--- config.mk ---
export PLATFORM = sky130hd
export DESIGN_NAME = keyed_slot_cache_lru
export DESIGN_NICKNAME = d
export VERILOG_FILES = /design/src/rtl/core/kscl_pkg.sv /design/src/rtl/core/kscl_ram.sv /design/src/rtl/core/keyed_slot_cache_lru.sv
export SDC_FILE = /design/constraint.sdc
export NUM_CORES = 1
export LEC_CHECK = 0
export BUFFER_PORTS_ARGS = -buffer_cell sky130_fd_sc_hd__buf_2
export CAP_MARGIN = 10
export CORE_UTILIZATION = 55
export DETAILED_ROUTE_END_ITERATION = 8
export PLACE_DENSITY = 0.71
export SYNTH_ARGS = -nofsm -noshare
export SYNTH_HDL_FRONTEND = slang
export SYNTH_SLANG_ARGS = --single-unit
--- constraint.sdc ---
create_clock -name clk_i -period 11.4 [get_ports clk_i]
set_input_delay 0 -clock clk_i [delete_from_list [all_inputs] [get_ports clk_i]]
set_output_delay 0 -clock clk_i [all_outputs]
set_load 0.01 [all_outputs]
--- src/rtl/core/kscl_pkg.sv ---
// ----------------------------------------------------------------------------
// kscl_pkg
// Types and constants shared by the keyed slot cache and its checker.
// ----------------------------------------------------------------------------
`default_nettype none

package kscl_pkg;

  localparam int SLOT_COUNT = 8;
  localparam int IDX_W      = $clog2(SLOT_COUNT);
  localparam int CNT_W      = $clog2(SLOT_COUNT + 1);
  localparam int KEY_W      = 48;
  localparam int STAMP_W    = 32;

  localparam int S_TDATA_W  = 56;
  localparam int S_TUSER_W  = 2;
  localparam int M_TDATA_W  = 16;
  localparam int M_TUSER_W  = 3;

  typedef enum logic [1:0] {
    OP_PUBLISH = 2'd0,
    OP_INV_KEY = 2'd1,
    OP_INV_ALL = 2'd2,
    OP_NONE    = 2'd3
  } op_e;

  typedef enum logic [2:0] {
    ST_PUBLISHED = 3'd0,
    ST_NOT_READY = 3'd1,
    ST_NO_TAG    = 3'd2,
    ST_ZERO_KEY  = 3'd3,
    ST_INV_DONE  = 3'd4
  } status_e;

  typedef enum logic [1:0] {
    S_IDLE,
    S_SCAN,
    S_LAST,
    S_COMMIT
  } state_e;

  typedef struct packed {
    logic [STAMP_W-1:0] stamp;
    logic [KEY_W-1:0]   key;
  } entry_t;

endpackage

`default_nettype wire

--- src/rtl/core/kscl_ram.sv ---
// ----------------------------------------------------------------------------
// kscl_ram
// Generic simple dual-port RAM with one write port and a registered read.
// ----------------------------------------------------------------------------
`default_nettype none

module kscl_ram #(
  parameter int Width = 8,
  parameter int Depth = 8
) (
  input  wire logic                     clk_i,
  input  wire logic                     wr_en_i,
  input  wire logic [$clog2(Depth)-1:0] wr_addr_i,
  input  wire logic [Width-1:0]         wr_data_i,
  input  wire logic                     rd_en_i,
  input  wire logic [$clog2(Depth)-1:0] rd_addr_i,
  output logic      [Width-1:0]         rd_data_o
);

  logic [Width-1:0] mem_q [Depth];

  always_ff @(posedge clk_i) begin
    if (wr_en_i) begin
      mem_q[wr_addr_i] <= wr_data_i;
    end
    if (rd_en_i) begin
      rd_data_o <= mem_q[rd_addr_i];
    end
  end

endmodule

`default_nettype wire

--- src/rtl/core/keyed_slot_cache_lru.sv ---
// ----------------------------------------------------------------------------
// keyed_slot_cache_lru
// Fully associative slot table keyed by 48-bit keys, least recently
// published replacement.
// ----------------------------------------------------------------------------
// Keys and last-use stamps live in one slot RAM with a single read port, so
// a publish that passes its checks and an invalidate of one key scan the
// table one slot per cycle, through S_SCAN and S_LAST to S_COMMIT, where the
// result is registered once the output is free. No new request is taken
// until that commit. Refused publishes, invalidate-all and the unused opcode
// skip the scan and go straight to S_COMMIT. Valid and plot flags sit in
// flip-flops and are cleared by reset, so no clearing pass is needed.
// A waiting result is held in the output register while the next request is
// accepted.
`default_nettype none

module keyed_slot_cache_lru (
  input  wire logic                           clk_i,
  input  wire logic                           rst_ni,
  input  wire logic                           s_axis_tvalid,
  output logic                                s_axis_tready,
  // key[47:0], ready_req[48], tag_present[49], with_plot[50], zero above
  input  wire logic [kscl_pkg::S_TDATA_W-1:0] s_axis_tdata,
  // op[1:0]
  input  wire logic [kscl_pkg::S_TUSER_W-1:0] s_axis_tuser,
  output logic                                m_axis_tvalid,
  input  wire logic                           m_axis_tready,
  // slot_index[2:0], hit[3], evicted[4], any_cleared[5], valid_count[9:6],
  // plot_count[13:10], zero above
  output logic      [kscl_pkg::M_TDATA_W-1:0] m_axis_tdata,
  // status[2:0]
  output logic      [kscl_pkg::M_TUSER_W-1:0] m_axis_tuser
);

  import kscl_pkg::*;

  state_e state_q, state_d;

  logic [IDX_W-1:0]   scan_q;
  logic               cmp_vld_q;
  logic [IDX_W-1:0]   cmp_idx_q;
  logic [SLOT_COUNT-1:0] valid_q, valid_d;
  logic [SLOT_COUNT-1:0] plot_q, plot_d;
  logic [CNT_W-1:0]   vcnt_q, vcnt_d;
  logic [CNT_W-1:0]   pcnt_q, pcnt_d;
  logic [STAMP_W-1:0] tick_q;
  logic               out_vld_q;

  logic               found_q, inv_seen_q, have_min_q, cleared_q;
  logic [IDX_W-1:0]   found_idx_q, inv_idx_q, min_idx_q;
  logic [STAMP_W-1:0] min_stamp_q;

  op_e                op_q;
  logic [KEY_W-1:0]   key_q;
  logic               rdy_q, tag_q, with_plot_q;

  status_e            res_status_q;
  logic [IDX_W-1:0]   res_idx_q;
  logic               res_hit_q, res_evict_q, res_clr_q;
  logic [CNT_W-1:0]   res_vcnt_q, res_pcnt_q;

  logic               accept;
  logic               in_ok;
  logic               need_scan;
  logic               ram_rd_en;
  logic               commit_go;
  logic               pub_ok;
  entry_t             rd_entry;
  entry_t             wr_entry;
  logic               cmp_slot_v;
  logic               cmp_match;
  logic               inv_hit;
  logic [IDX_W-1:0]   pick;
  logic               pick_old_plot;
  logic               do_evict;
  status_e            status_c;
  logic               cleared_c;
  logic [STAMP_W-1:0] tick_next;

  assign accept = s_axis_tvalid && s_axis_tready;
  assign in_ok  = s_axis_tdata[KEY_W] && s_axis_tdata[KEY_W+1] &&
                  (s_axis_tdata[KEY_W-1:0] != '0);
  assign need_scan = (op_e'(s_axis_tuser) == OP_INV_KEY) ||
                     ((op_e'(s_axis_tuser) == OP_PUBLISH) && in_ok);

  always_comb begin
    state_d = state_q;
    case (state_q)
      S_IDLE: begin
        if (accept) begin
          state_d = need_scan ? S_SCAN : S_COMMIT;
        end
      end
      S_SCAN: begin
        if (scan_q == IDX_W'(SLOT_COUNT - 1)) begin
          state_d = S_LAST;
        end
      end
      S_LAST: begin
        state_d = S_COMMIT;
      end
      S_COMMIT: begin
        if (commit_go) begin
          state_d = S_IDLE;
        end
      end
      default: begin
        state_d = S_IDLE;
      end
    endcase
  end

  always_comb begin
    s_axis_tready = 1'b0;
    ram_rd_en     = 1'b0;
    commit_go     = 1'b0;
    case (state_q)
      S_IDLE: begin
        s_axis_tready = 1'b1;
      end
      S_SCAN: begin
        ram_rd_en = 1'b1;
      end
      S_COMMIT: begin
        commit_go = !out_vld_q || m_axis_tready;
      end
      default: begin
        s_axis_tready = 1'b0;
      end
    endcase
  end

  kscl_ram #(
    .Width($bits(entry_t)),
    .Depth(SLOT_COUNT)
  ) u_slot_ram (
    .clk_i    (clk_i),
    .wr_en_i  (commit_go && pub_ok),
    .wr_addr_i(pick),
    .wr_data_i(wr_entry),
    .rd_en_i  (ram_rd_en),
    .rd_addr_i(scan_q),
    .rd_data_o(rd_entry)
  );

  assign pub_ok     = (op_q == OP_PUBLISH) && rdy_q && tag_q && (key_q != '0);
  assign cmp_slot_v = valid_q[cmp_idx_q];
  assign cmp_match  = rd_entry.key == key_q;
  assign inv_hit    = cmp_vld_q && (op_q == OP_INV_KEY) && cmp_slot_v && cmp_match;
  assign tick_next  = tick_q + STAMP_W'(1);
  assign do_evict   = !found_q && !inv_seen_q;

  always_comb begin
    if (found_q) begin
      pick = found_idx_q;
    end else if (inv_seen_q) begin
      pick = inv_idx_q;
    end else begin
      pick = min_idx_q;
    end
  end

  assign pick_old_plot  = valid_q[pick] && plot_q[pick];
  assign wr_entry.key   = key_q;
  assign wr_entry.stamp = tick_next;

  always_comb begin
    status_c  = ST_INV_DONE;
    cleared_c = 1'b0;
    case (op_q)
      OP_PUBLISH: begin
        if (!rdy_q) begin
          status_c = ST_NOT_READY;
        end else if (!tag_q) begin
          status_c = ST_NO_TAG;
        end else if (key_q == '0) begin
          status_c = ST_ZERO_KEY;
        end else begin
          status_c = ST_PUBLISHED;
        end
      end
      OP_INV_KEY: begin
        cleared_c = cleared_q;
      end
      OP_INV_ALL: begin
        cleared_c = |valid_q;
      end
      default: begin
        cleared_c = 1'b0;
      end
    endcase
  end

  always_comb begin
    valid_d = valid_q;
    plot_d  = plot_q;
    vcnt_d  = vcnt_q;
    pcnt_d  = pcnt_q;
    if (inv_hit) begin
      valid_d[cmp_idx_q] = 1'b0;
      plot_d[cmp_idx_q]  = 1'b0;
      vcnt_d = vcnt_q - CNT_W'(1);
      pcnt_d = pcnt_q - CNT_W'(plot_q[cmp_idx_q]);
    end
    if (commit_go && pub_ok) begin
      valid_d[pick] = 1'b1;
      plot_d[pick]  = with_plot_q;
      vcnt_d = vcnt_q + CNT_W'(!valid_q[pick]);
      pcnt_d = pcnt_q - CNT_W'(pick_old_plot) + CNT_W'(with_plot_q);
    end
    if (commit_go && (op_q == OP_INV_ALL)) begin
      valid_d = '0;
      plot_d  = '0;
      vcnt_d  = '0;
      pcnt_d  = '0;
    end
  end

  always_ff @(posedge clk_i or negedge rst_ni) begin
    if (!rst_ni) begin
      state_q     <= S_IDLE;
      scan_q      <= '0;
      cmp_vld_q   <= 1'b0;
      cmp_idx_q   <= '0;
      valid_q     <= '0;
      plot_q      <= '0;
      vcnt_q      <= '0;
      pcnt_q      <= '0;
      tick_q      <= '0;
      out_vld_q   <= 1'b0;
      found_q     <= 1'b0;
      inv_seen_q  <= 1'b0;
      have_min_q  <= 1'b0;
      cleared_q   <= 1'b0;
      found_idx_q <= '0;
      inv_idx_q   <= '0;
      min_idx_q   <= '0;
      min_stamp_q <= '0;
    end else begin
      state_q   <= state_d;
      valid_q   <= valid_d;
      plot_q    <= plot_d;
      vcnt_q    <= vcnt_d;
      pcnt_q    <= pcnt_d;
      cmp_vld_q <= ram_rd_en;
      cmp_idx_q <= scan_q;
      if (ram_rd_en) begin
        scan_q <= scan_q + IDX_W'(1);
      end
      if (accept) begin
        scan_q     <= '0;
        found_q    <= 1'b0;
        inv_seen_q <= 1'b0;
        have_min_q <= 1'b0;
        cleared_q  <= 1'b0;
      end
      if (cmp_vld_q) begin
        if (cmp_slot_v && cmp_match && !found_q) begin
          found_q     <= 1'b1;
          found_idx_q <= cmp_idx_q;
        end
        if (!cmp_slot_v && !inv_seen_q) begin
          inv_seen_q <= 1'b1;
          inv_idx_q  <= cmp_idx_q;
        end
        if (cmp_slot_v && (!have_min_q || (rd_entry.stamp < min_stamp_q))) begin
          have_min_q  <= 1'b1;
          min_idx_q   <= cmp_idx_q;
          min_stamp_q <= rd_entry.stamp;
        end
      end
      if (inv_hit) begin
        cleared_q <= 1'b1;
      end
      if (commit_go && pub_ok) begin
        tick_q <= tick_next;
      end
      if (commit_go) begin
        out_vld_q <= 1'b1;
      end else if (m_axis_tready) begin
        out_vld_q <= 1'b0;
      end
    end
  end

  always_ff @(posedge clk_i) begin
    if (accept) begin
      op_q        <= op_e'(s_axis_tuser);
      key_q       <= s_axis_tdata[KEY_W-1:0];
      rdy_q       <= s_axis_tdata[KEY_W];
      tag_q       <= s_axis_tdata[KEY_W+1];
      with_plot_q <= s_axis_tdata[KEY_W+2];
    end
    if (commit_go) begin
      res_status_q <= status_c;
      res_idx_q    <= pub_ok ? pick : '0;
      res_hit_q    <= pub_ok && found_q;
      res_evict_q  <= pub_ok && do_evict;
      res_clr_q    <= cleared_c;
      res_vcnt_q   <= vcnt_d;
      res_pcnt_q   <= pcnt_d;
    end
  end

  assign m_axis_tvalid = out_vld_q;
  assign m_axis_tuser  = res_status_q;
  assign m_axis_tdata  = {2'b00, 4'(res_pcnt_q), 4'(res_vcnt_q), res_clr_q, res_evict_q,
                          res_hit_q, 3'(res_idx_q)};

endmodule

`default_nettype wire

== Yosys cells after proc, flatten, opt, wreduce, memory -nomap -nowiden ==
Memories as Yosys holds them, arrays and structs flattened. A register that Yosys moved wholly into a read port is not among the register bits.
Cells that the tools add are included.

* Flip-flop bits (word level): 181
* Logic and storage cells: 161
* Memories: 1
* Memory bits (writable): 640
* Input bits: 62
* Output and inout bits: 21

{| class="wikitable"
|+ Memories
! memory !! depth !! bits a word !! read ports !! clocked after Yosys merged registers in !! wr ports !! RTL line !! text
|-
| u_slot_ram.mem_q || 8 || 80 || 1 || 1 || 1 || kscl_ram.sv:20 || <nowiki>logic [Width-1:0] mem_q [Depth];</nowiki>
|}

* $add $sub $neg: 7
* Multiplexer cells: 56
* Bitwise operators: 4
* Equality and inequality tests: 11
* Order comparisons: 5
* Reductions and logical operators: 46

{| class="wikitable"
|+ Operators by type and width
! operator !! number
|-
| 48-bit nonzero test || 2
|-
| 48-bit == test || 1
|-
| 48-bit logical NOT || 1
|-
| 8-bit two-way mux || 6
|-
| 32-bit by 1-bit adder with 32-bit output, second input constant || 1
|-
| 32-bit < comparator || 1
|-
| 1-bit two-way mux || 25
|-
| 4-bit two-way mux || 6
|-
| 1-bit logical AND || 22
|-
| 8-bit bitwise AND || 2
|-
| 1-bit binary-select mux with 3-bit select || 4
|-
| 2-bit two-way mux || 6
|-
| 3-bit two-way mux || 4
|-
| 4-bit by 1-bit adder with 4-bit output || 2
|-
| 8-bit bitwise mux || 1
|-
| 3-bit by 4-bit < comparator with 1-bit output, second input constant || 2
|-
| 8-bit NOT || 1
|-
| 8-bit bitwise OR || 1
|-
| 2-bit one-hot mux with 4 select lines || 1
|-
| 2-bit AND reduction || 4
|-
| 8-bit OR reduction || 1
|-
| 4-bit by 1-bit subtractor with 4-bit output || 2
|-
| 1-bit demux with 3-bit select || 2
|-
| 2-bit by 1-bit == test with 1-bit output, second input constant || 3
|-
| other kinds (12) || 28
|}

== Logic depth before layout (Yosys ltp) ==
Gate-level depths: netlist of the first run.

* Depth after elaboration: 10
* Gate-level depth with buffers: 16
* Gate-level depth less buffers: 15

== Modules after synthesis ==
From an unflattened synthesis of the first run, not the netlist that was laid out.

* Cells, all modules: 2108
* Area, all modules: 37479.7 um^2

{| class="wikitable"
|+ Modules (own cells, without submodules)
! module !! seq. area each (um^2) !! times used !! area an instance (um^2) !! cells an instance
|-
| kscl_ram || 21620.7 || 1 || 26455.4 || 1018
|-
| keyed_slot_cache_lru || 4879.7 || 1 || 11024.3 || 1090
|}

== Worst setup path after synthesis of the first run ==
OpenSTA, ideal clock, no wires.

* Kind: reg-to-reg
* Start point: register op_q[0]
* End point: memory u_slot_ram.mem_q[7][0] (netlist bit) (enable)
* Setup time: 0.616 ns
* Setup slack: 3.922 ns
* Path buffers: 1
* Arrival: 6.862 ns
* Cell stages (with the launch flop): 8
* Clock period less this slack: 7.478 ns
* Data required time: 10.784 ns
* Cells stage by stage: edfxtp_1 -> inv_1 -> ha_1 -> nand3_1 -> nor3b_1 -> o31ai_2 -> clkbuf_1 -> nor3_1

* Cells in the longest elaborated chain, start to end: 7

{| class="wikitable"
|+ RTL lines
! element !! RTL line !! text
|-
| from (decl) || keyed_slot_cache_lru.sv:53 || <nowiki>op_e op_q;</nowiki>
|-
| from (signal assigned) || keyed_slot_cache_lru.sv:288 || <nowiki>op_q <= op_e'(s_axis_tuser);</nowiki>
|-
| 2-bit logical NOT || keyed_slot_cache_lru.sv:146 || <nowiki>assign pub_ok = (op_q == OP_PUBLISH) && rdy_q && tag_q && (key_q != '0);</nowiki>
|-
| 1-bit logical AND (3 in series) || keyed_slot_cache_lru.sv:146 ||
|-
| 1-bit logical AND || keyed_slot_cache_lru.sv:138 || <nowiki>.wr_en_i (commit_go && pub_ok),</nowiki>
|-
| 1-bit two-way mux || kscl_ram.sv:23 || <nowiki>if (wr_en_i) begin</nowiki>
|-
| 1-bit two-way mux (not written as such) || kscl_ram.sv:24 || <nowiki>mem_q[wr_addr_i] <= wr_data_i;</nowiki>
|-
| to (decl) || kscl_ram.sv:20 ||
|}

No other way between the ends.

== Final worst setup path of the first run ==
* Start point: register op_q[0]
* End point: memory u_slot_ram.mem_q[1][77] (netlist bit) (enable)

Same word-level chain as after synthesis.

==> results of run 1 <==
-- power groups by stage --
| stage | logic, uW | clock network [uW] | registers, uW |
|---|---|---|---|
| after floorplan | 1620 | 0 | 4250 |
| after global placement | 2000 | 0 | 4430 |
| after detailed placement | 2050 | 0 | 4450 |
| after CTS | 2090 | 2830 | 4380 |
| after global routing | 2250 | 2950 | 4420 |
| final | 2070 | 2790 | 4380 |
-- layout make-up --
class	instances	share of cell area (%)
inverters	58	0.559
well taps	855	2.63
flip-flops and latches	901	65.1
clock inverters	42	1.02
clock buffers	112	5.72
multi-input cells	841	22.1
repair buffers	159	2.87
-- state kept, by name (all words and copies together), names as in the netlist, 8 cells and up --
| name | flops |
|---|---|
| plot_q | 8 |
| u_slot_ram.mem_q | 640 |
| tick_q | 32 |
| u_slot_ram.rd_data_o | 80 |
| min_stamp_q | 32 |
| key_q | 48 |
| valid_q | 8 |
-- placed cells by master (no fill, tap or decap), drive strengths merged, types with 40 or more instances in the layout --
master       instances
inv                 58
clkbuf             112
nand4               48
buf                102
ha                  51
nand2               68
dlygate4sd3         57
mux4               162
mux2               125
dfrtp              111
xnor2               91
edfxtp             790
nor4                40
-- cells in the mapped netlist, types with 16 or more instances --
| cell | instances | area (um2) |
|---|---|---|
| mux4_2 | 162 | 3650 |
| ha_1 | 51 | 638 |
| xnor2_1 | 91 | 797 |
| nand2_1 | 68 | 255 |
| buf_2 | 18 | 90.1 |
| nand3_1 | 37 | 185 |
| nor2_1 | 38 | 143 |
| nand4_1 | 48 | 300 |
| dfrtp_1 | 111 | 2780 |
| mux2_2 | 124 | 1400 |
| xor2_1 | 21 | 184 |
| clkbuf_1 | 43 | 161 |
| inv_1 | 58 | 218 |
| edfxtp_1 | 790 | 23700 |
| a21oi_1 | 17 | 85.1 |
| nor3_1 | 16 | 80.1 |
| nor4_1 | 39 | 244 |
-- final timing paths --
kind,depth (start not counted),slack (ns),to,startpoint
worst min register to register,1,0.49,min_stamp_q[22],min_stamp_q[22]
min in group asynchronous,4,0.51,min_stamp_q[5],rst_ni
worst min-delay path,2,0.1,rdy_q,s_axis_tdata[48]
max in group asynchronous,4,9.83,scan_q[0],rst_ni
worst max-delay path,8,6.67,u_slot_ram.mem_q[1][77],op_q[0]
worst max register to register,8,6.67,u_slot_ram.mem_q[1][77],op_q[0]
-- cells by family after synthesis --
group,synth area share [%]
flops,73.5
mux,14.3
simple gates,4.45
buf+inv,1.56
xor+xnor,2.72
compound gates,1.59
fa+ha+maj,1.83
other cells,0.0104
-- per-stage QoR --
step / worst slack (ns) / total power (uW) / std cells
final: 6.67 / 9240 / 2968
after global routing: 6.39 / 9630 / 2968
after CTS: 6.66 / 9300 / 2968
after detailed placement: 6.70 / 6500 / 2756
after global placement: 6.73 / 6430 / 2756
after floorplan: 3.92 / 5870 / 1875
-- metal layers --
metal | vias up | GRT usage, % | part of all wire (%)
li1 | 7849 | - | -
met1 | 9657 | 34.1 | 44
met2 | 614 | 37.1 | 47
met3 | 128 | 5.16 | 6.8
met4 | 0 | 6.51 | 2.3
met5 | - | 0 | 0
==> run metrics, run 1 <==
outcome=complete, no violations; First DRT Iteration DRCs=1,788; synth unique cells=65; Static Leak=0.0137 uW; IO buf count=75; CP Cell Sequence=inv_1, ha_1, nand3_1, nor3b_1, o31a_2, nand3_1, inv_4, buf_4; wire length per cell=26.0 um; die area=0.0666 mm2; maximum VDD drop=0.000203 V; Net count, final=2,161; FILL cells=4,416; Die Height=258 um; Area after DPL=0.0374 mm2; drt total wl=77.1 mm; Ys Warns=0; # rows=93; area taken by multi-input logic gates=0.00902 mm2; min Tclk post-route=4.73 ns; fmax=211 MHz; Net Sw Frac=27.9%; Worst setup SP type=flop; Pint=6660 uW; post_cts resized=0; Critical Path End Type=flop; Post-Route Utilization=63.1%; Final Hold Fails=0; Layout area overhead=13.1%; CP dominant cell by count=nand3_1; pwr/cell area=227 mW/mm2; final slew viol count=0; setup_tns=0 ns; syn_area_per_cell=19.2 um2; 1st-pass router iterations=6; sequential area share after synthesis=73.5%; post-DP HPWL=43.2 mm; worst skew pair latency=0.64 ns; CTS buffer count=86; register share of total power=47.4%; slowest CP cell=o31a_2; critical path's largest stage delay=0.96 ns; clk buf depth=3; Post-Syn Area=0.0360 mm2; Min Hold Slack=0.0971 ns; first-pass GRT wire length=116 mm; Comb pwr share=22.4%; kind of critical path=flop to flop; synthesized instance count=1,874; GPL Wtd Cong=0.896; GR Overflow Total=0; Initial Util=55.8%; Via density=6.15; clock sink total=901; crit share post-route=41.5%; Antenna Cells=0; largest net degree at the start of global routing=74; Worst Skew=0.0218 ns; Ports=83; Post-synth EDFFs=790; # setup viols final=0; Synth Flop Type=edfxtp_1; delay-heaviest family, CP=buffers and inverters; Clock Pin Slew Worst Setup and Hold Paths=0.06 ns; DRC Markers=0; Synth Register Bits=901; core footprint=0.0646 mm2; Hold Path Class=input port to flop; Worst slew margin=14.8%; share of layout cells above drive strength 1=25.3%; post-route cell area=0.0408 mm2; worst path arrival time=4.99 ns; initial antenna violation count=2; root buf cell=clkbuf_16; Register Area=0.0265 mm2; TritonCTS clock tree=built; Req. time, crit path=11.66 ns; Via Count=18,200; worst-path fanout max=43; RSZ-0062 raised after global routing=false; Max-cap violations=0; Sw Pwr=2570 uW; postcts setup bufs=0; vias in the first global route=18,900; number of routed nets with antenna violations=0; die width=258 um; Post-CTS Hold Buffers=58; Worst Tran Pin Value=1.27 ns; async set-reset flop share out of synthesis=12.3%; CTS H-tree depth=3; CP bufs+invs=3; clock power share=30.2%; total track usage=23.7%
Power figures use the tool's default switching activity.
==> run 2, diff against run 1 <==
==> constraint.sdc (replaced) <==
create_clock -name clk_i -period 4.8 [get_ports clk_i]
set_input_delay 0 -clock clk_i [delete_from_list [all_inputs] [get_ports clk_i]]
set_output_delay 0 -clock clk_i [all_outputs]
set_load 0.01 [all_outputs]
==> run 2 against run 1 <==
  * The flow now finishes with violations (hold timing)
  * Flip-flop and latch count did not move
  * Register-to-register slack got worse by 5.6 ns
  * Clock power rose by 150%
  * Routed wire length rose by 2.6%
  * Fmax rose by 27%
  * Utilization rose by 0.44 points
  * Combinational power rose by 140%
  * Final cell count rose by 0.51%
  * Non-clock buffer count rose by 3
  * Largest cell class unchanged
  * Highest routed layer unchanged
==> run metrics, run 2 (synthesized netlist as in run 1, its figures left out) <==
initial antenna violation count=0 (-2); clock power share=30.8% (+0.6 points); Net Sw Frac=28.0% (+0.11 points); Via Count=18,500 (+1.1%); die area=0.0666 mm2 (unchanged); outcome=finished with violations; die width=258 um (unchanged); min Tclk post-route=3.73 ns (-0.999 ns); Max-cap violations=0 (unchanged); RSZ-0062 raised after global routing=false; Final Hold Fails=2 (+2); most frequent cells in the layout=edfxtp_1, mux4_2, mux2_2; vias in the first global route=18,700 (-0.87%); worst-path fanout max=44 (+2.3%); final non-filler cell total=2,983 (+0.51%); Area after DPL=0.0376 mm2 (+0.52%); setup_tns=0 ns (unchanged); cell count after placement=2,761 (+0.18%); Antenna Cells=0 (unchanged); fmax=268 MHz (+27%); CP bufs+invs=1 (-2); 1st-pass router iterations=5 (-1); largest registers=u_slot_ram.mem_q (640), u_slot_ram.rd_data_o (80), key_q (48); First DRT Iteration DRCs=1,824 (+2.0%); Initial Util=55.8% (unchanged); Critical Path End Type=flop; Biggest register=u_slot_ram.mem_q; FILL cells=4,366 (-1.1%); commonest non-fill, non-tap cell in the layout=edfxtp_1; GR Overflow Total=0 (unchanged); Sw Pwr=6220 uW (+140%); Worst Skew=0.0316 ns (+0.00974 ns); # setup viols final=0 (unchanged); delay-heaviest family, CP=simple AND/OR/NAND/NOR gates; Layout area overhead=13.9%; post-DP HPWL=43.8 mm (+1.4%); Largest register FFs=640 (unchanged); largest net degree at the start of global routing=75 (+1.4%); Hold Path Class=input port to asynchronous set/reset pin; DRC Markers=0 (unchanged); final slew viol count=0 (unchanged); maximum VDD drop=0.000506 V (+150%); Worst Tran Pin Value=1.13 ns (-0.139 ns); clock sink total=901 (unchanged); register share of total power=47.0% (-0.4 points); TritonCTS clock tree=built; core footprint=0.0646 mm2 (unchanged); critical path's largest stage delay=0.80 ns (-0.16 ns); CTS buffer count=89 (+3.5%); Req. time, crit path=5.12 ns (-6.54 ns); wire length per cell=26.5 um (+2.1%); failing checks=hold timing; worst path arrival time=4.05 ns (-0.94 ns); pwr/cell area=541 mW/mm2 (+140%); total track usage=24.3% (+0.60 points); Worst slew margin=24.8% (+10 points); number of routed nets with antenna violations=0 (unchanged); Static Leak=0.0138 uW (+0.98%); worst skew pair latency=0.65 ns (about the same); Pint=16,000 uW (+140%); Worst setup SP type=flop; GPL Wtd Cong=0.885 (-1.2%); Net count, final=2,167 (+0.28%); Via density=6.19 (+0.62%); slowest CP cell=nor4_1; first-pass GRT wire length=119 mm (+2.2%); CTS H-tree depth=3 (unchanged); Die Height=258 um (unchanged); Comb pwr share=22.2% (-0.2 points); share of layout cells above drive strength 1=25.6% (+0.29 points); # rows=93 (unchanged); crit share post-route=77.7% (+36 points); clk buf depth=3 (unchanged); IO buf count=75 (unchanged); post_cts resized=0 (unchanged); post-route cell area=0.0410 mm2 (+0.69%); Clock Pin Slew Worst Setup and Hold Paths=0.06 ns (about the same); CP Cell Sequence=nor4_1, nand4_1, o31a_2, and3_4, buf_12; Ports=83 (unchanged); kind of critical path=flop to flop; root buf cell=clkbuf_16; drt total wl=79.1 mm (+2.6%); Min Hold Slack=-0.0139 ns (-0.111 ns)
==> run 2: cell types whose count changed in the layout (fill, tap and decap cells not counted), sizes merged <==
cell / before / now
buf: 102 / 106
bufinv: 7 / 8
clkbuf: 112 / 113
clkinv: 30 / 40
clkinvlp: 5 / 2
dlygate4sd3: 57 / 56
inv: 58 / 61
==> run 2: routing by layer <==
metal,wire length (um),global-route usage (%),up-vias
li1,-,-,7883
met4,1680,6.46,0
met3,5260,4.01,136
met5,0,0,-
met2,38200,38.5,693
met1,34000,35.6,9742
==> run 2: layout make-up <==
| cell class | instances | area (um2) | area share (%) |
|---|---|---|---|
| Clock inverter | 53 | 495 | 1.21 |
| Tap cell | 855 | 1070 | 2.61 |
| Clock buffer | 113 | 2380 | 5.80 |
| Inverter | 58 | 228 | 0.555 |
| Multi-Input combinational cell | 841 | 9030 | 22.0 |
| Sequential cell | 901 | 26500 | 64.6 |
| Timing Repair Buffer | 162 | 1320 | 3.22 |
==> run 2: path summary, 6_finish.rpt <==
| path | from | end | slack (ns) | cells past startpoint |
|---|---|---|---|---|
| hold / removal | rst_ni | min_stamp_q[7] | -0.01 | 2 |
| setup reg to reg | key_q[38] | u_slot_ram.mem_q[4][56] | 1.07 | 5 |
| max in group asynchronous | rst_ni | tick_q[25] | 3.47 | 3 |
| min in group clk_i | s_axis_tdata[48] | rdy_q | 0.07 | 2 |
| setup / recovery | key_q[38] | u_slot_ram.mem_q[4][56] | 1.07 | 5 |
| hold reg to reg | min_stamp_q[22] | min_stamp_q[22] | 0.49 | 1 |
==> run 2: through the flow <==
step	power [uW]	util [%]	setup WS (ns)	hold slack [ns]
after floorplan	14000	-	0.618	-0.296
after global placement	15300	58.2	1.10	0.133
after detailed placement	15500	58.2	1.15	0.152
after CTS	22400	63.5	1.09	0.0129
after global routing	23100	63.5	0.830	0.0520
final	22200	63.5	1.07	-0.0139
==> run 2: what timing repair did <==
action	in CTS	in global routing
setup endpoints to repair	0	0
buffers inserted	0	0
hold endpoints to repair	116	0
hold buffers	56	0
==> run 2: power groups by stage <==
stage | combinational (uW) | sequential (uW) | clock [uW]
6_report | 4930 | 10400 | 6850
5_1_grt | 5340 | 10500 | 7230
4_1_cts | 4960 | 10400 | 6960
3_5_place_dp | 4880 | 10600 | 0
3_3_place_gp | 4790 | 10600 | 0
2_1_floorplan | 3860 | 10100 | 0
